**src/hw/rtl/buddy_page_allocator_unit_macros.svh**
```systemverilog
// Assertion macros shared by the buddy page allocator RTL.
// No dependencies; included by the modules that carry assertions.
`ifndef BUDDY_PAGE_ALLOCATOR_UNIT_MACROS_SVH
`define BUDDY_PAGE_ALLOCATOR_UNIT_MACROS_SVH

// same-cycle implication, disabled during reset
`define BPA_ASSERT_NOW(lbl, clk, rst, ante, cons) \
   lbl: assert property (@(posedge clk) disable iff (rst) (ante) |-> (cons)) \
      else $error("buddy allocator check failed");

// next-cycle implication, disabled during reset
`define BPA_ASSERT_NEXT(lbl, clk, rst, ante, cons) \
   lbl: assert property (@(posedge clk) disable iff (rst) (ante) |=> (cons)) \
      else $error("buddy allocator check failed");

`endif

```
**src/hw/rtl/bpa_pkg.sv**
```systemverilog
// Shared types and constants of the buddy page allocator.
// No dependencies; used by bpa_ctrl, bpa_datapath and the top level.
`default_nettype none

package bpa_pkg;

   localparam int NUM_FRAMES_DEF = 16384;
   localparam int TOP_ORDER_DEF  = 10;
   localparam int FRAME_W        = 14;
   localparam int LEN_W          = 15;
   localparam int ORD_W          = 4;
   localparam int ST_W           = 3;
   localparam int PCNT_W         = 15;
   localparam logic [PCNT_W-1:0] PAGE_COUNT_RST = 15'd16384;

   localparam logic [1:0] REQ_ADD   = 2'd0;
   localparam logic [1:0] REQ_ALLOC = 2'd1;
   localparam logic [1:0] REQ_FREE  = 2'd2;
   localparam logic [1:0] REQ_RSV   = 2'd3;

   localparam logic [ST_W-1:0] ST_OK    = 3'd0;
   localparam logic [ST_W-1:0] ST_NOMEM = 3'd1;
   localparam logic [ST_W-1:0] ST_RES   = 3'd2;
   localparam logic [ST_W-1:0] ST_FREE  = 3'd3;
   localparam logic [ST_W-1:0] ST_RANGE = 3'd4;

   typedef struct packed {
      logic [1:0]         req_type;
      logic [FRAME_W-1:0] frame_number;
      logic [LEN_W-1:0]   region_length;
      logic [ORD_W-1:0]   req_order;
   } req_payload_type;

   typedef struct packed {
      logic [ST_W-1:0]    status;
      logic [FRAME_W-1:0] result_frame;
      logic [ORD_W-1:0]   result_order;
   } rsp_payload_type;

   typedef enum logic [4:0] {
      OP_CLEAR, OP_IDLE, OP_DISP, OP_ADD_STEP, OP_RB_ST, OP_RB_CHK, OP_RB_WR,
      OP_UL_INIT, OP_UL_RD, OP_UL_CHK, OP_UL_WPREV, OP_UL_WHIT, OP_ALLOC_KEEP,
      OP_ALLOC_SPLIT, OP_ALLOC_WR, OP_FREE_RD, OP_FREE_CHK, OP_MRG_ST, OP_MRG_CHK,
      OP_MRG_ABS, OP_FREE_WR, OP_RSV_RD, OP_RSV_CHK, OP_DONE
   } op_type;

   typedef struct packed {
      op_type op;
      logic   rsp_load;
   } cmd_type;

   typedef struct packed {
      logic [1:0] kind;
      logic       clr_last;
      logic       fn_oob;
      logic       alloc_fail;
      logic       len_zero;
      logic       rb_oob;
      logic       rd_listed;
      logic       rd_res;
      logic       rd_free;
      logic       ul_have;
      logic       ul_hit;
      logic       ul_have_prev;
      logic       k_gt_ro;
      logic       mrg_end;
      logic       mrg_bad;
   } stat_type;

endpackage

`default_nettype wire

```
**src/hw/rtl/bpa_ctrl.sv**
```systemverilog
// Sequencer of the buddy allocator: walks each request through datapath commands.
// Depends on bpa_pkg and the assertion macro header.
`default_nettype none

`include "buddy_page_allocator_unit_macros.svh"

module bpa_ctrl (
   input  wire logic              clock,
   input  wire logic              reset,
   input  wire logic              req_valid,
   output logic                   req_stall,
   output logic                   rsp_valid,
   input  wire logic              rsp_stall,
   input  wire bpa_pkg::stat_type stat,
   output bpa_pkg::cmd_type       cmd
);
   import bpa_pkg::*;

   typedef enum logic [23:0] {
      S_CLEAR       = 24'b1 << 0,
      S_IDLE        = 24'b1 << 1,
      S_DISP        = 24'b1 << 2,
      S_ADD_STEP    = 24'b1 << 3,
      S_RB_ST       = 24'b1 << 4,
      S_RB_CHK      = 24'b1 << 5,
      S_RB_WR       = 24'b1 << 6,
      S_UL_INIT     = 24'b1 << 7,
      S_UL_RD       = 24'b1 << 8,
      S_UL_CHK      = 24'b1 << 9,
      S_UL_WPREV    = 24'b1 << 10,
      S_UL_WHIT     = 24'b1 << 11,
      S_ALLOC_KEEP  = 24'b1 << 12,
      S_ALLOC_SPLIT = 24'b1 << 13,
      S_ALLOC_WR    = 24'b1 << 14,
      S_FREE_RD     = 24'b1 << 15,
      S_FREE_CHK    = 24'b1 << 16,
      S_MRG_ST      = 24'b1 << 17,
      S_MRG_CHK     = 24'b1 << 18,
      S_MRG_ABS     = 24'b1 << 19,
      S_FREE_WR     = 24'b1 << 20,
      S_RSV_RD      = 24'b1 << 21,
      S_RSV_CHK     = 24'b1 << 22,
      S_DONE        = 24'b1 << 23
   } state_type;

   state_type state_ff, state_in;
   state_type ret_ul_ff, ret_ul_in;
   state_type ret_rb_ff, ret_rb_in;
   logic      rsp_valid_ff, rsp_valid_in;
   logic      go;

   assign go        = (state_ff == S_DONE) && (!rsp_valid_ff || !rsp_stall);
   assign req_stall = (state_ff != S_IDLE);
   assign rsp_valid = rsp_valid_ff;
   assign rsp_valid_in = go ? 1'b1 : (rsp_valid_ff && rsp_stall);

   always_comb begin
      state_in  = state_ff;
      ret_ul_in = ret_ul_ff;
      ret_rb_in = ret_rb_ff;
      case (state_ff)
         S_CLEAR: if (stat.clr_last) state_in = S_IDLE;
         S_IDLE:  if (req_valid) state_in = S_DISP;
         S_DISP: begin
            case (stat.kind)
               REQ_ADD:  state_in = stat.fn_oob ? S_DONE : S_ADD_STEP;
               REQ_FREE: state_in = stat.fn_oob ? S_DONE : S_FREE_RD;
               REQ_RSV:  state_in = stat.fn_oob ? S_DONE : S_RSV_RD;
               REQ_ALLOC: begin
                  if (stat.alloc_fail) begin
                     state_in = S_DONE;
                  end else begin
                     state_in  = S_UL_INIT;
                     ret_ul_in = S_ALLOC_KEEP;
                  end
               end
               default: state_in = S_DONE;
            endcase
         end
         S_ADD_STEP: begin
            if (stat.len_zero) begin
               state_in = S_DONE;
            end else begin
               state_in  = S_RB_ST;
               ret_rb_in = S_ADD_STEP;
            end
         end
         S_RB_ST: state_in = stat.rb_oob ? ret_rb_ff : S_RB_CHK;
         S_RB_CHK: begin
            state_in = S_RB_WR;
            if (stat.rd_listed) begin
               state_in  = S_UL_INIT;
               ret_ul_in = S_RB_WR;
            end
         end
         S_RB_WR:   state_in = ret_rb_ff;
         S_UL_INIT: state_in = S_UL_RD;
         S_UL_RD:   state_in = stat.ul_have ? S_UL_CHK : ret_ul_ff;
         S_UL_CHK: begin
            if (stat.ul_hit) state_in = stat.ul_have_prev ? S_UL_WPREV : S_UL_WHIT;
            else state_in = S_UL_RD;
         end
         S_UL_WPREV:   state_in = S_UL_WHIT;
         S_UL_WHIT:    state_in = ret_ul_ff;
         S_ALLOC_KEEP: state_in = S_ALLOC_SPLIT;
         S_ALLOC_SPLIT: begin
            if (stat.k_gt_ro) begin
               state_in  = S_RB_ST;
               ret_rb_in = S_ALLOC_SPLIT;
            end else begin
               state_in = S_ALLOC_WR;
            end
         end
         S_ALLOC_WR: state_in = S_DONE;
         S_FREE_RD:  state_in = S_FREE_CHK;
         S_FREE_CHK: state_in = (stat.rd_res || stat.rd_free) ? S_DONE : S_MRG_ST;
         S_MRG_ST:   state_in = stat.mrg_end ? S_FREE_WR : S_MRG_CHK;
         S_MRG_CHK: begin
            if (stat.mrg_bad) begin
               state_in = S_FREE_WR;
            end else begin
               state_in  = S_UL_INIT;
               ret_ul_in = S_MRG_ABS;
            end
         end
         S_MRG_ABS: state_in = S_MRG_ST;
         S_FREE_WR: state_in = S_DONE;
         S_RSV_RD:  state_in = S_RSV_CHK;
         S_RSV_CHK: state_in = S_DONE;
         S_DONE:    if (go) state_in = S_IDLE;
         default:   state_in = S_IDLE;
      endcase
   end

   always_comb begin
      cmd.rsp_load = go;
      case (state_ff)
         S_CLEAR:       cmd.op = OP_CLEAR;
         S_IDLE:        cmd.op = OP_IDLE;
         S_DISP:        cmd.op = OP_DISP;
         S_ADD_STEP:    cmd.op = OP_ADD_STEP;
         S_RB_ST:       cmd.op = OP_RB_ST;
         S_RB_CHK:      cmd.op = OP_RB_CHK;
         S_RB_WR:       cmd.op = OP_RB_WR;
         S_UL_INIT:     cmd.op = OP_UL_INIT;
         S_UL_RD:       cmd.op = OP_UL_RD;
         S_UL_CHK:      cmd.op = OP_UL_CHK;
         S_UL_WPREV:    cmd.op = OP_UL_WPREV;
         S_UL_WHIT:     cmd.op = OP_UL_WHIT;
         S_ALLOC_KEEP:  cmd.op = OP_ALLOC_KEEP;
         S_ALLOC_SPLIT: cmd.op = OP_ALLOC_SPLIT;
         S_ALLOC_WR:    cmd.op = OP_ALLOC_WR;
         S_FREE_RD:     cmd.op = OP_FREE_RD;
         S_FREE_CHK:    cmd.op = OP_FREE_CHK;
         S_MRG_ST:      cmd.op = OP_MRG_ST;
         S_MRG_CHK:     cmd.op = OP_MRG_CHK;
         S_MRG_ABS:     cmd.op = OP_MRG_ABS;
         S_FREE_WR:     cmd.op = OP_FREE_WR;
         S_RSV_RD:      cmd.op = OP_RSV_RD;
         S_RSV_CHK:     cmd.op = OP_RSV_CHK;
         S_DONE:        cmd.op = OP_DONE;
         default:       cmd.op = OP_DONE;
      endcase
   end

   always_ff @(posedge clock) begin
      if (reset) begin
         state_ff     <= S_CLEAR;
         ret_ul_ff    <= S_DONE;
         ret_rb_ff    <= S_DONE;
         rsp_valid_ff <= 1'b0;
      end else begin
         state_ff     <= state_in;
         ret_ul_ff    <= ret_ul_in;
         ret_rb_ff    <= ret_rb_in;
         rsp_valid_ff <= rsp_valid_in;
      end
   end

   `BPA_ASSERT_NEXT(a_take_dispatch, clock, reset, req_valid && !req_stall, state_ff == S_DISP)
   `BPA_ASSERT_NEXT(a_done_holds, clock, reset, state_ff == S_DONE && rsp_valid_ff && rsp_stall, state_ff == S_DONE)
   `BPA_ASSERT_NEXT(a_done_loads, clock, reset, go, rsp_valid_ff && state_ff == S_IDLE)
   `BPA_ASSERT_NEXT(a_clear_exit, clock, reset, state_ff == S_CLEAR, state_ff == S_CLEAR || state_ff == S_IDLE)

endmodule

`default_nettype wire

```
**config.mk**
```make
export PLATFORM = sky130hd
export DESIGN_NAME = bpa_ctrl
export DESIGN_NICKNAME = d
export VERILOG_FILES = /design/src/hw/rtl/bpa_pkg.sv /design/src/hw/rtl/bpa_ctrl.sv
export VERILOG_INCLUDE_DIRS = /design/src /design/src/hw/rtl
export SDC_FILE = /design/constraint.sdc
export NUM_CORES = 1
export LEC_CHECK = 0
export BUFFER_PORTS_ARGS = -buffer_cell sky130_fd_sc_hd__buf_2
export CAP_MARGIN = 40
export CORE_MARGIN = 2
export CORE_UTILIZATION = 45
export DETAILED_ROUTE_END_ITERATION = 8
export PLACE_DENSITY = 0.76
export SLEW_MARGIN = 40
export SYNTH_ARGS = -nofsm -noshare
export SYNTH_HDL_FRONTEND = slang
export SYNTH_SLANG_ARGS = --single-unit
export TNS_END_PERCENT = 50
```
**constraint.sdc**
```tcl
create_clock -name clock -period 3 [get_ports clock]
set_input_delay 0.45 -clock clock [delete_from_list [all_inputs] [get_ports clock]]
set_output_delay 0.45 -clock clock [all_outputs]
set_load 0.005 [all_outputs]
```
==> results.toml, run 1 <==
[synth]
synth_top_cell_by_area = "dfxtp_1"
yosysTopAreaCellShare_pct = 29.8
seq_area_frac_synth_pct = 29.8
syn_inst = 264
synthXorXnorAreaFrac_pct = 3.67
synth_async_sr_flop_share_pct = 0
synth_area_mm2 = 0.00215
ys_top_cells_by_count = "dfxtp_1, nor2_1, nor4_1"
ys_warn_count = 0
synthMuxAreaShare_pct = 1.40
synth.most_common_cell = "dfxtp_1"
synthAdderAreaFrac_pct = 0
syn_nets = 284
synth_top_family_by_area = "simple AND/OR/NAND/NOR gates"
synth_edf_count = 0
synth_compound_gate_area_share_pct = 14.7
synthSimpleGateAreaFrac_pct = 43.9
ys_ff_latch = 32
synth.area.top_cells = "dfxtp_1, nor4_4, nor2_1, nor4b_1, nor4_1"
synth-main-ff-cell = "dfxtp_1"
syn_area_per_cell_um2 = 8.13
synth_cell_type_count = 53

[placement]
io_buffers = 27
hpwl_um = 4300
place_area_mm2 = 0.00229
gp_congestion = 0.975

[hold_path]
hold_class = "in2reg"
hold_depth = 2

[routing]
drcViolationCount = 0
vias = 2171
firstDrtPassIters = 6
via_per_inst = 6.33
drt-initial-drc-count = 312
antenna_left = 0
wl_per_cell_um = 16.9
wirelength_um = 5810

[setup_path]
worstSetupStartpointType = "flip-flop"
arrival_ns = 2.47
worstSetupEndpointType = "primary output"
crit_slowest_cell = "nor4_4"
crit_chain = "nor4_4, nand4_4, buf_4, o32ai_1, nor4_1, nand2_1, o211ai_1, buf_2"
worst-r2r-cell-count = 7
cpPeakStageDelay_ns = 0.47
crit_fanout = 13
path_class = "reg2out"
worst_ep_required_time_ns = 2.55

[pwr]
power_density_mw_per_mm2 = 398
ir_worst_vdd_mv = 0.285
leakage_nw = 0.890

[sta]
fmax_mhz = 342
slew_headroom_pct = 48.2
setup_viol = 0
skew_ns = 0.00881
worst_hold_slack_ns = 0.332
maxSlewViolCount = 0
tightest_slew_ns = 0.770
period_share_pct = 97.4
hold_viol_final = 0
final.min_clock_period_ns = 2.92

[cts]
cts_tree = "yes"
clkTransAtPathRegs_ns = 0.07
clock_path_buffers = 2
clk_latency_ns = 0.30
clock-root-buffer = "clkbuf_8"
cts_made_buffers = 5
cts.htree.levels = 2
cts_hold_buf = 0
clock-sinks = 32

[global_routing]
grt_max_degree = 31
grt_pass1_wl_um = 9200
globalRouteTotalUtil_pct = 22.7
antenna_found_initial = 0
first_global_vias = 1921
grt_overflow = 0

[floorplanning]
ioPinCount = 28
rows = 25
core_region_area_mm2 = 0.00466
initial_core_util_pct = 46.1
die_h_um = 73.1
fp.dieW_um = 73.1
die-area_mm2 = 0.00534

[job]
maxCapViolations = 0

[final_layout]
nFillCells = 461
diodes = 0
fin_nets = 308
area_growth_pct = 14.7
postLayoutCellArea_mm2 = 0.00246
drive_above_1_share_pct = 22.5

[outcome]
run_status = "completed"
worst max-delay path: cells and delay by family (launching register included):
| family | cells | cell delay (ns) |
|---|---|---|
| AO/OA/AOI/OAI | 2 | 0.41 |
| buffers and inverters | 2 | 0.40 |
| flip-flops | 1 | 0.40 |
| AND/OR/NAND/NOR | 4 | 0.96 |
path summary, 6_finish.rpt:
kind / from / end / slack (ns)
max: state_ff[8] / cmd[3] / 0.08
min: stat[2] / state_ff[14] / 0.33
max reg2reg: state_ff[7] / state_ff[1] / 0.51
min reg2reg: ret_ul_ff[6] / ret_ul_ff[6] / 0.46
layout make-up:
type	instances	area, um^2	share of cell area, %
Inverter	6	22.5	0.915
Clock buffer	6	72.6	2.95
Sequential cell	32	642	26.1
Multi-Input combinational cell	204	1400	56.8
Timing Repair Buffer	39	225	9.15
Clock inverter	2	35.0	1.42
Tap cell	54	67.6	2.74
per-layer routing:
metal / vias to the layer above / global-route usage, % / part of all wire, %
met2: 99 / 33.7 / 43
li1: 1056 / - / -
met3: 35 / 4.70 / 6.3
met1: 981 / 30.8 / 46
met4: 0 / 11.9 / 5.4
met5: - / 0 / 0
cells in the final DEF (no fill, tap or decap), types with 6 or more instances in the layout:
master   count
a21oi_1     13
buf_2       27
buf_4       12
dfxtp_1     31
inv_1        6
nand2_1     12
nand3_1      8
nand4_1      7
nor2_1      28
nor2b_1      6
nor3_1      14
nor4_1      16
nor4b_1     12
o21ai_0      8
timing repair:
action	4_1_cts	5_1_grt
setup endpoints to repair	0	3
buffers inserted	0	4
gates resized for setup	0	6
metrics by stage:
stage / util, % / setup slack, ns / std cells / setup TNS [ns] / power (W)
floorplan: - / 0.704 / 264 / 0 / 0.000514
global placement: 49.2 / 0.431 / 331 / 0 / 0.000561
detailed placement: 49.2 / 0.369 / 331 / 0 / 0.000562
CTS: 51.5 / 0.0360 / 339 / 0 / 0.000979
global route: 52.8 / -0.0318 / 343 / -0.0548 / 0.00102
finish: 52.8 / 0.0782 / 343 / 0 / 0.000980
cell families after synthesis:
family                    after synthesis
and+or+nand+nor                       144
AOI/OAI and AO/OA                      48
DFF                                    32
buffers and inverters                  28
xor gates and xnor gates                9
muxes                                   3
power by group:
part	internal [W]	leakage, nW	switching [W]
clock network	0.000246	0.0552	0.000176
registers	0.000428	0.259	0.00000743
logic	0.0000508	0.576	0.0000715
sequential cells by signal, summed over array words and instances, names as in the netlist:
signal	cells
rsp_valid	1
ret_ul_ff	4
state_ff	24
ret_rb_ff	3
No activity file was read; power rests on OpenSTA's default activity.
==> run 2: changes to the inputs <==
Settings changed: PLACE_DENSITY 0.76 to 0.78.
Clock period 3 ns to 2.5 ns, I/O delays scaled along.
==> run 2 against run 1 <==
  * The run now ends with negative setup slack left
  * Hold slack lost 0.077 ns
  * Sequential cell count stayed put
  * Clock power increased by 5.9%
  * Die area stayed put
  * Via count rose by 11%
  * Critical path type unchanged
  * Largest cell class unchanged
==> results.toml, run 2 (synthesized netlist as in run 1, its figures left out) <==
[sta]
final.min_clock_period_ns = 2.58
skew_ns = 0.00981
setup_tns_ns = -0.169
slew_headroom_pct = 62.2
hold_viol_final = 0
maxSlewViolCount = 0
fmax_mhz = 387
fin_ws_ns = -0.0849
setup_viol = 3
tightest_slew_ns = 0.567
period_share_pct = 103
rsz0062_at_grt = "yes"

[global_routing]
grt_max_degree = 31
globalRouteTotalUtil_pct = 25.7
grt_overflow = 0
grt_pass1_wl_um = 10600
antenna_found_initial = 0
first_global_vias = 2222

[routing]
vias = 2420
drt-initial-drc-count = 351
drcViolationCount = 0
firstDrtPassIters = 5
antenna_left = 0
wl_per_cell_um = 18.7
via_per_inst = 6.49
wirelength_um = 6990

[floorplanning]
rows = 25
initial_core_util_pct = 46.1
die_h_um = 73.1
fp.dieW_um = 73.1
core_region_area_mm2 = 0.00466
ioPinCount = 28
die-area_mm2 = 0.00534

[placement]
place_area_mm2 = 0.00245
io_buffers = 27
gp_congestion = 1.01
hpwl_um = 4490

[final_layout]
top_regs = "state_ff (24), ret_ul_ff (4), ret_rb_ff (3)"
largest-register = "state_ff"
area_growth_pct = 34.7
fin_util_pct = 62.1
postLayoutCellArea_mm2 = 0.00289
diodes = 0
drive_above_1_share_pct = 41.7
largest_reg_flops = 24
final_cell_mix = "buf_4, buf_2, nor2_1"
layout_commonest_cell = "buf_4"
fin_nets = 339

[outcome]
violations = "negative setup slack"
run_status = "finished, violations left"

[setup_path]
r2r_start = "state_ff[18]"
worst-r2r-cell-count = 9
r2r_setup_slack_ns = 0.25
arrival_ns = 2.21
crit_fanout = 5
worst_ep_required_time_ns = 2.12
path_class = "reg2out"
r2r-end = "state_ff[13]"
cpPeakStageDelay_ns = 0.35
crit_slowest_cell = "nor4_4"
crit_chain = "nor4_4, buf_2, nand4_1, o22ai_2, nor4_2, nand2_1, nand4b_1, buf_2"
worstSetupStartpointType = "flip-flop"
worstSetupEndpointType = "primary output"
crit_top_cell = "buf_2"
critical_path.top_delay_family = "simple AND/OR/NAND/NOR gates"
worst-path-buf-inv = 2

[cts]
cts_tree = "yes"
clock-root-buffer = "clkbuf_8"
cts_hold_buf = 0
clock-sinks = 32
clkTransAtPathRegs_ns = 0.06
cts_made_buffers = 5
clock_path_buffers = 2
cts.htree.levels = 2
clk_latency_ns = 0.30

[job]
maxCapViolations = 0

[hold_path]
min_to = "state_ff[18]"
hold_depth = 2
min_from = "stat[1]"
hold_class = "in2reg"

[pwr]
ir_worst_vdd_mv = 0.348
power_density_mw_per_mm2 = 407
leakage_nw = 1.10
run 2: cell types whose count changed in the layout (fill, tap and decap cells not counted), moves of 5 or more:
cell	before	now
buf_6	0	6
nor3_2	0	5
nor3_1	14	9
dfxtp_1	31	20
dfxtp_2	1	11
buf_4	12	36
run 2: repair_timing:
action                                  in CTS  in global routing
endpoints found under the setup margin       4                  6
cloned                                       1                  0
buffers inserted                             8                  5
pin swaps                                    9                  9
resized for setup                           27                 30
hold endpoints to repair                     0                  0
run 2: metrics by stage:
stage / worst slack [ns] / instances / power, W / hold WS (ns)
CTS: 0.00284 / 368 / 0.00115 / 0.247
global route: -0.160 / 373 / 0.00121 / 0.265
detailed placement: 0.139 / 352 / 0.000682 / 0.443
finish: -0.0849 / 373 / 0.00118 / 0.255
floorplan: 0.279 / 264 / 0.000616 / 0.418
global placement: 0.143 / 352 / 0.000680 / 0.438
run 2: worst max path at each step:
stage / depth (start not counted) / to / start
6_report: 8 / cmd[2] / state_ff[14]
5_1_grt: 8 / cmd[2] / state_ff[23]
4_1_cts: 8 / cmd[3] / state_ff[16]
3_5_place_dp: 8 / cmd[2] / state_ff[8]
3_3_place_gp: 8 / cmd[3] / state_ff[8]
2_1_floorplan: 6 / cmd[0] / state_ff[12]
run 2: worst register-to-register path, cell delays in order, from the launching register on:
cell	delay, ns
dfxtp_2	0.33
nor4_4	0.42
buf_4	0.20
buf_6	0.10
buf_4	0.10
and4_1	0.26
nand3_1	0.13
nor4_1	0.38
nand2_1	0.11
a21oi_1	0.15
run 2: layer usage:
layer / global-route usage (%) / share of wire (%) / vias up
li1: - / - / 1119
met1: 32.3 / 40 / 1135
met2: 41.7 / 48 / 137
met3: 6.22 / 8.0 / 29
met4: 11.3 / 3.4 / 0
met5: 0 / 0 / -
run 2: power breakdown:
part	switching, W	internal (W)	leakage [nW]
Clock	0.000202	0.000245	0.0503
Sequential	0.00000998	0.000514	0.265
Combinational	0.000113	0.0000927	0.780
run 2: cell type report:
class / count / area, um^2
inverters: 6 / 22.5
clock buffers: 7 / 96.3
fillers: 370 / 1770
repair buffers: 70 / 478
flip-flops and latches: 32 / 658
multi-input cells: 204 / 1570
well taps: 54 / 67.6
==> run 3: changes to the inputs <==
Settings changed: CORE_UTILIZATION 45 to 52, PLACE_DENSITY 0.78 to 0.87.
==> run 3 against run 2 <==
  * The run still ends with negative setup slack left
  * Global-route usage increased by 4.3 points
  * Total power grew 5.6%
  * Combinational power is 18% lower
  * Via count decreased by 1.3%
  * Clock power rose by 23%
  * First-iteration DRC count decreased by 14%
  * Sequential share of layout area increased by 1.7 points
  * Design area fell by 6.0%
  * Routed wire length shrank 4.0%
  * Count of clock-buffer cells in the layout unchanged
  * Die area decreased by 13%
  * Critical path depth stayed put
  * Critical endpoint is now cmd[3]
  * Largest power group is now clock
==> results.toml, run 3 (synthesized netlist as in run 1, its figures left out) <==
[outcome]
run_status = "finished, violations left"
violations = "negative setup slack"

[floorplanning]
core_region_area_mm2 = 0.00400
die_h_um = 68.3
rows = 23
die-area_mm2 = 0.00466
ioPinCount = 28
initial_core_util_pct = 53.7
fp.dieW_um = 68.3

[global_routing]
first_global_vias = 2189
antenna_found_initial = 0
grt_pass1_wl_um = 10200
globalRouteTotalUtil_pct = 30.0
grt_max_degree = 31
grt_overflow = 0

[sta]
hold_viol_final = 0
worst_hold_slack_ns = 0.252
fin_ws_ns = -0.117
setup_viol = 4
tightest_slew_ns = 0.615
fmax_mhz = 382
maxSlewViolCount = 0
slew_headroom_pct = 58.6
final.min_clock_period_ns = 2.62
skew_ns = 0.00992
rsz0062_at_grt = "yes"
period_share_pct = 105

[routing]
dr_wl_met3_um = 608
drt-initial-drc-count = 302
wl_met2_um = 3200
wirelength_um = 6710
top_layer_used = "met4"
firstDrtPassIters = 6
vias = 2389
drt-met1-wl_um = 2560
drcViolationCount = 0
antenna_left = 0
wl_per_cell_um = 18.7
via_per_inst = 6.67

[final_layout]
area_growth_pct = 26.6
layout_commonest_cell = "buf_4"
final_cell_mix = "buf_4, buf_2, nor2_1"
diodes = 0
largest-register = "state_ff"
nFillCells = 296
drive_above_1_share_pct = 37.0
top_regs = "state_ff (24), ret_ul_ff (4), ret_rb_ff (3)"
largest_reg_flops = 24
fin_nets = 327

[setup_path]
path_class = "reg2out"
crit_chain = "nor4_4, buf_6, nand2_1, o32ai_2, nor4_2, nand2_1, o211ai_1, buf_2"
r2r_setup_slack_ns = 0.29
worst_ep_required_time_ns = 2.12
worst-path-buf-inv = 2
worstSetupStartpointType = "flip-flop"
crit_path_start = "state_ff[3]"
crit_fanout = 8
crit_slowest_cell = "o32ai_2"
worst-r2r-cell-count = 6
crit_top_cell = "nand2_1"
critical_path.top_delay_family = "simple AND/OR/NAND/NOR gates"
worstSetupEndpointType = "primary output"
arrival_ns = 2.24
crit_end = "cmd[3]"
r2r_start = "state_ff[9]"
cpPeakStageDelay_ns = 0.39
r2r-end = "ret_rb_ff[23]"
path_depth = 8

[placement]
pre_cts_ws_ns = 0.0141
hpwl_um = 4350
io_buffers = 27
gp_congestion = 1.04

[pwr]
leakage_nw = 1.03
total_power_w = 0.00124
power_density_mw_per_mm2 = 457
ir_worst_vdd_mv = 0.376

[cts]
cts_tree = "yes"
clock-root-buffer = "clkbuf_8"
clk_latency_ns = 0.30
clock-sinks = 32
cts.htree.levels = 2
cts_made_buffers = 5
clock_path_buffers = 2
clkTransAtPathRegs_ns = 0.06

[job]
maxCapViolations = 0

[hold_path]
hold_class = "in2reg"
run 3: changes by cell type in the layout (fill, tap and decap cells not counted), sizes merged:
| cell | previous run | this run |
|---|---|---|
| buf | 70 | 58 |
| bufinv | 0 | 1 |
run 3: report_power, final:
| part | total, W | internal [W] | switching, W |
|---|---|---|---|
| sequential | 0.000522 | 0.000512 | 0.00000961 |
| combinational | 0.000168 | 0.0000713 | 0.0000967 |
| clock | 0.000552 | 0.000351 | 0.000201 |
run 3: per-stage QoR:
stage / setup TNS [ns] / utilization [%] / area, um^2 / cells
CTS: -0.0102 / 66.7 / 2670 / 357
finish: -0.351 / 68.0 / 2720 / 358
detailed placement: 0 / 59.1 / 2360 / 337
floorplan: 0 / - / 2150 / 264
global placement: 0 / 59.1 / 2360 / 337
global route: -0.752 / 68.0 / 2720 / 358
run 3: how the worst min path moves through the flow:
stage | from | end | slack [ns] | cells past startpoint
after CTS | stat[2] | state_ff[14] | 0.24 | 2
after detailed placement | ret_rb_ff[23] | ret_rb_ff[23] | 0.43 | 1
after floorplan | ret_rb_ff[23] | ret_rb_ff[23] | 0.42 | 1
after global routing | stat[2] | state_ff[14] | 0.24 | 2
final | stat[2] | state_ff[14] | 0.25 | 2
after global placement | ret_rb_ff[23] | ret_rb_ff[23] | 0.44 | 1
run 3: cell type report:
class | instances | area, um^2 | share of cell area, %
multi-input combinational | 204 | 1460 | 53.8
sequential | 32 | 666 | 24.5
timing repair buffer | 58 | 379 | 13.9
clock buffer | 7 | 96.3 | 3.54
tap | 50 | 62.6 | 2.30
clock inverter | 1 | 30.0 | 1.10
inverter | 6 | 22.5 | 0.828
run 3: layer usage:
layer	global-route usage (%)	vias up
met1	35.1	1096
li1	-	1091
met4	18.3	0
met3	8.06	42
met5	0	-
met2	48.7	160
run 3: worst register-to-register path, stage by stage, from the launching register on:
cell and delay [ns]:
dfxtp_4 0.36, nor4_4 0.38, nand4_4 0.22, buf_4 0.24
nor4_1 0.53, nor2b_1 0.16, a21o_1 0.21
run 3: timing repair:
action | CTS | global route
gates resized for setup | 29 | 11
pin swaps | 8 | 6
hold buffers | 0 | 0
buffers inserted | 12 | 1
setup endpoints to repair | 6 | 5
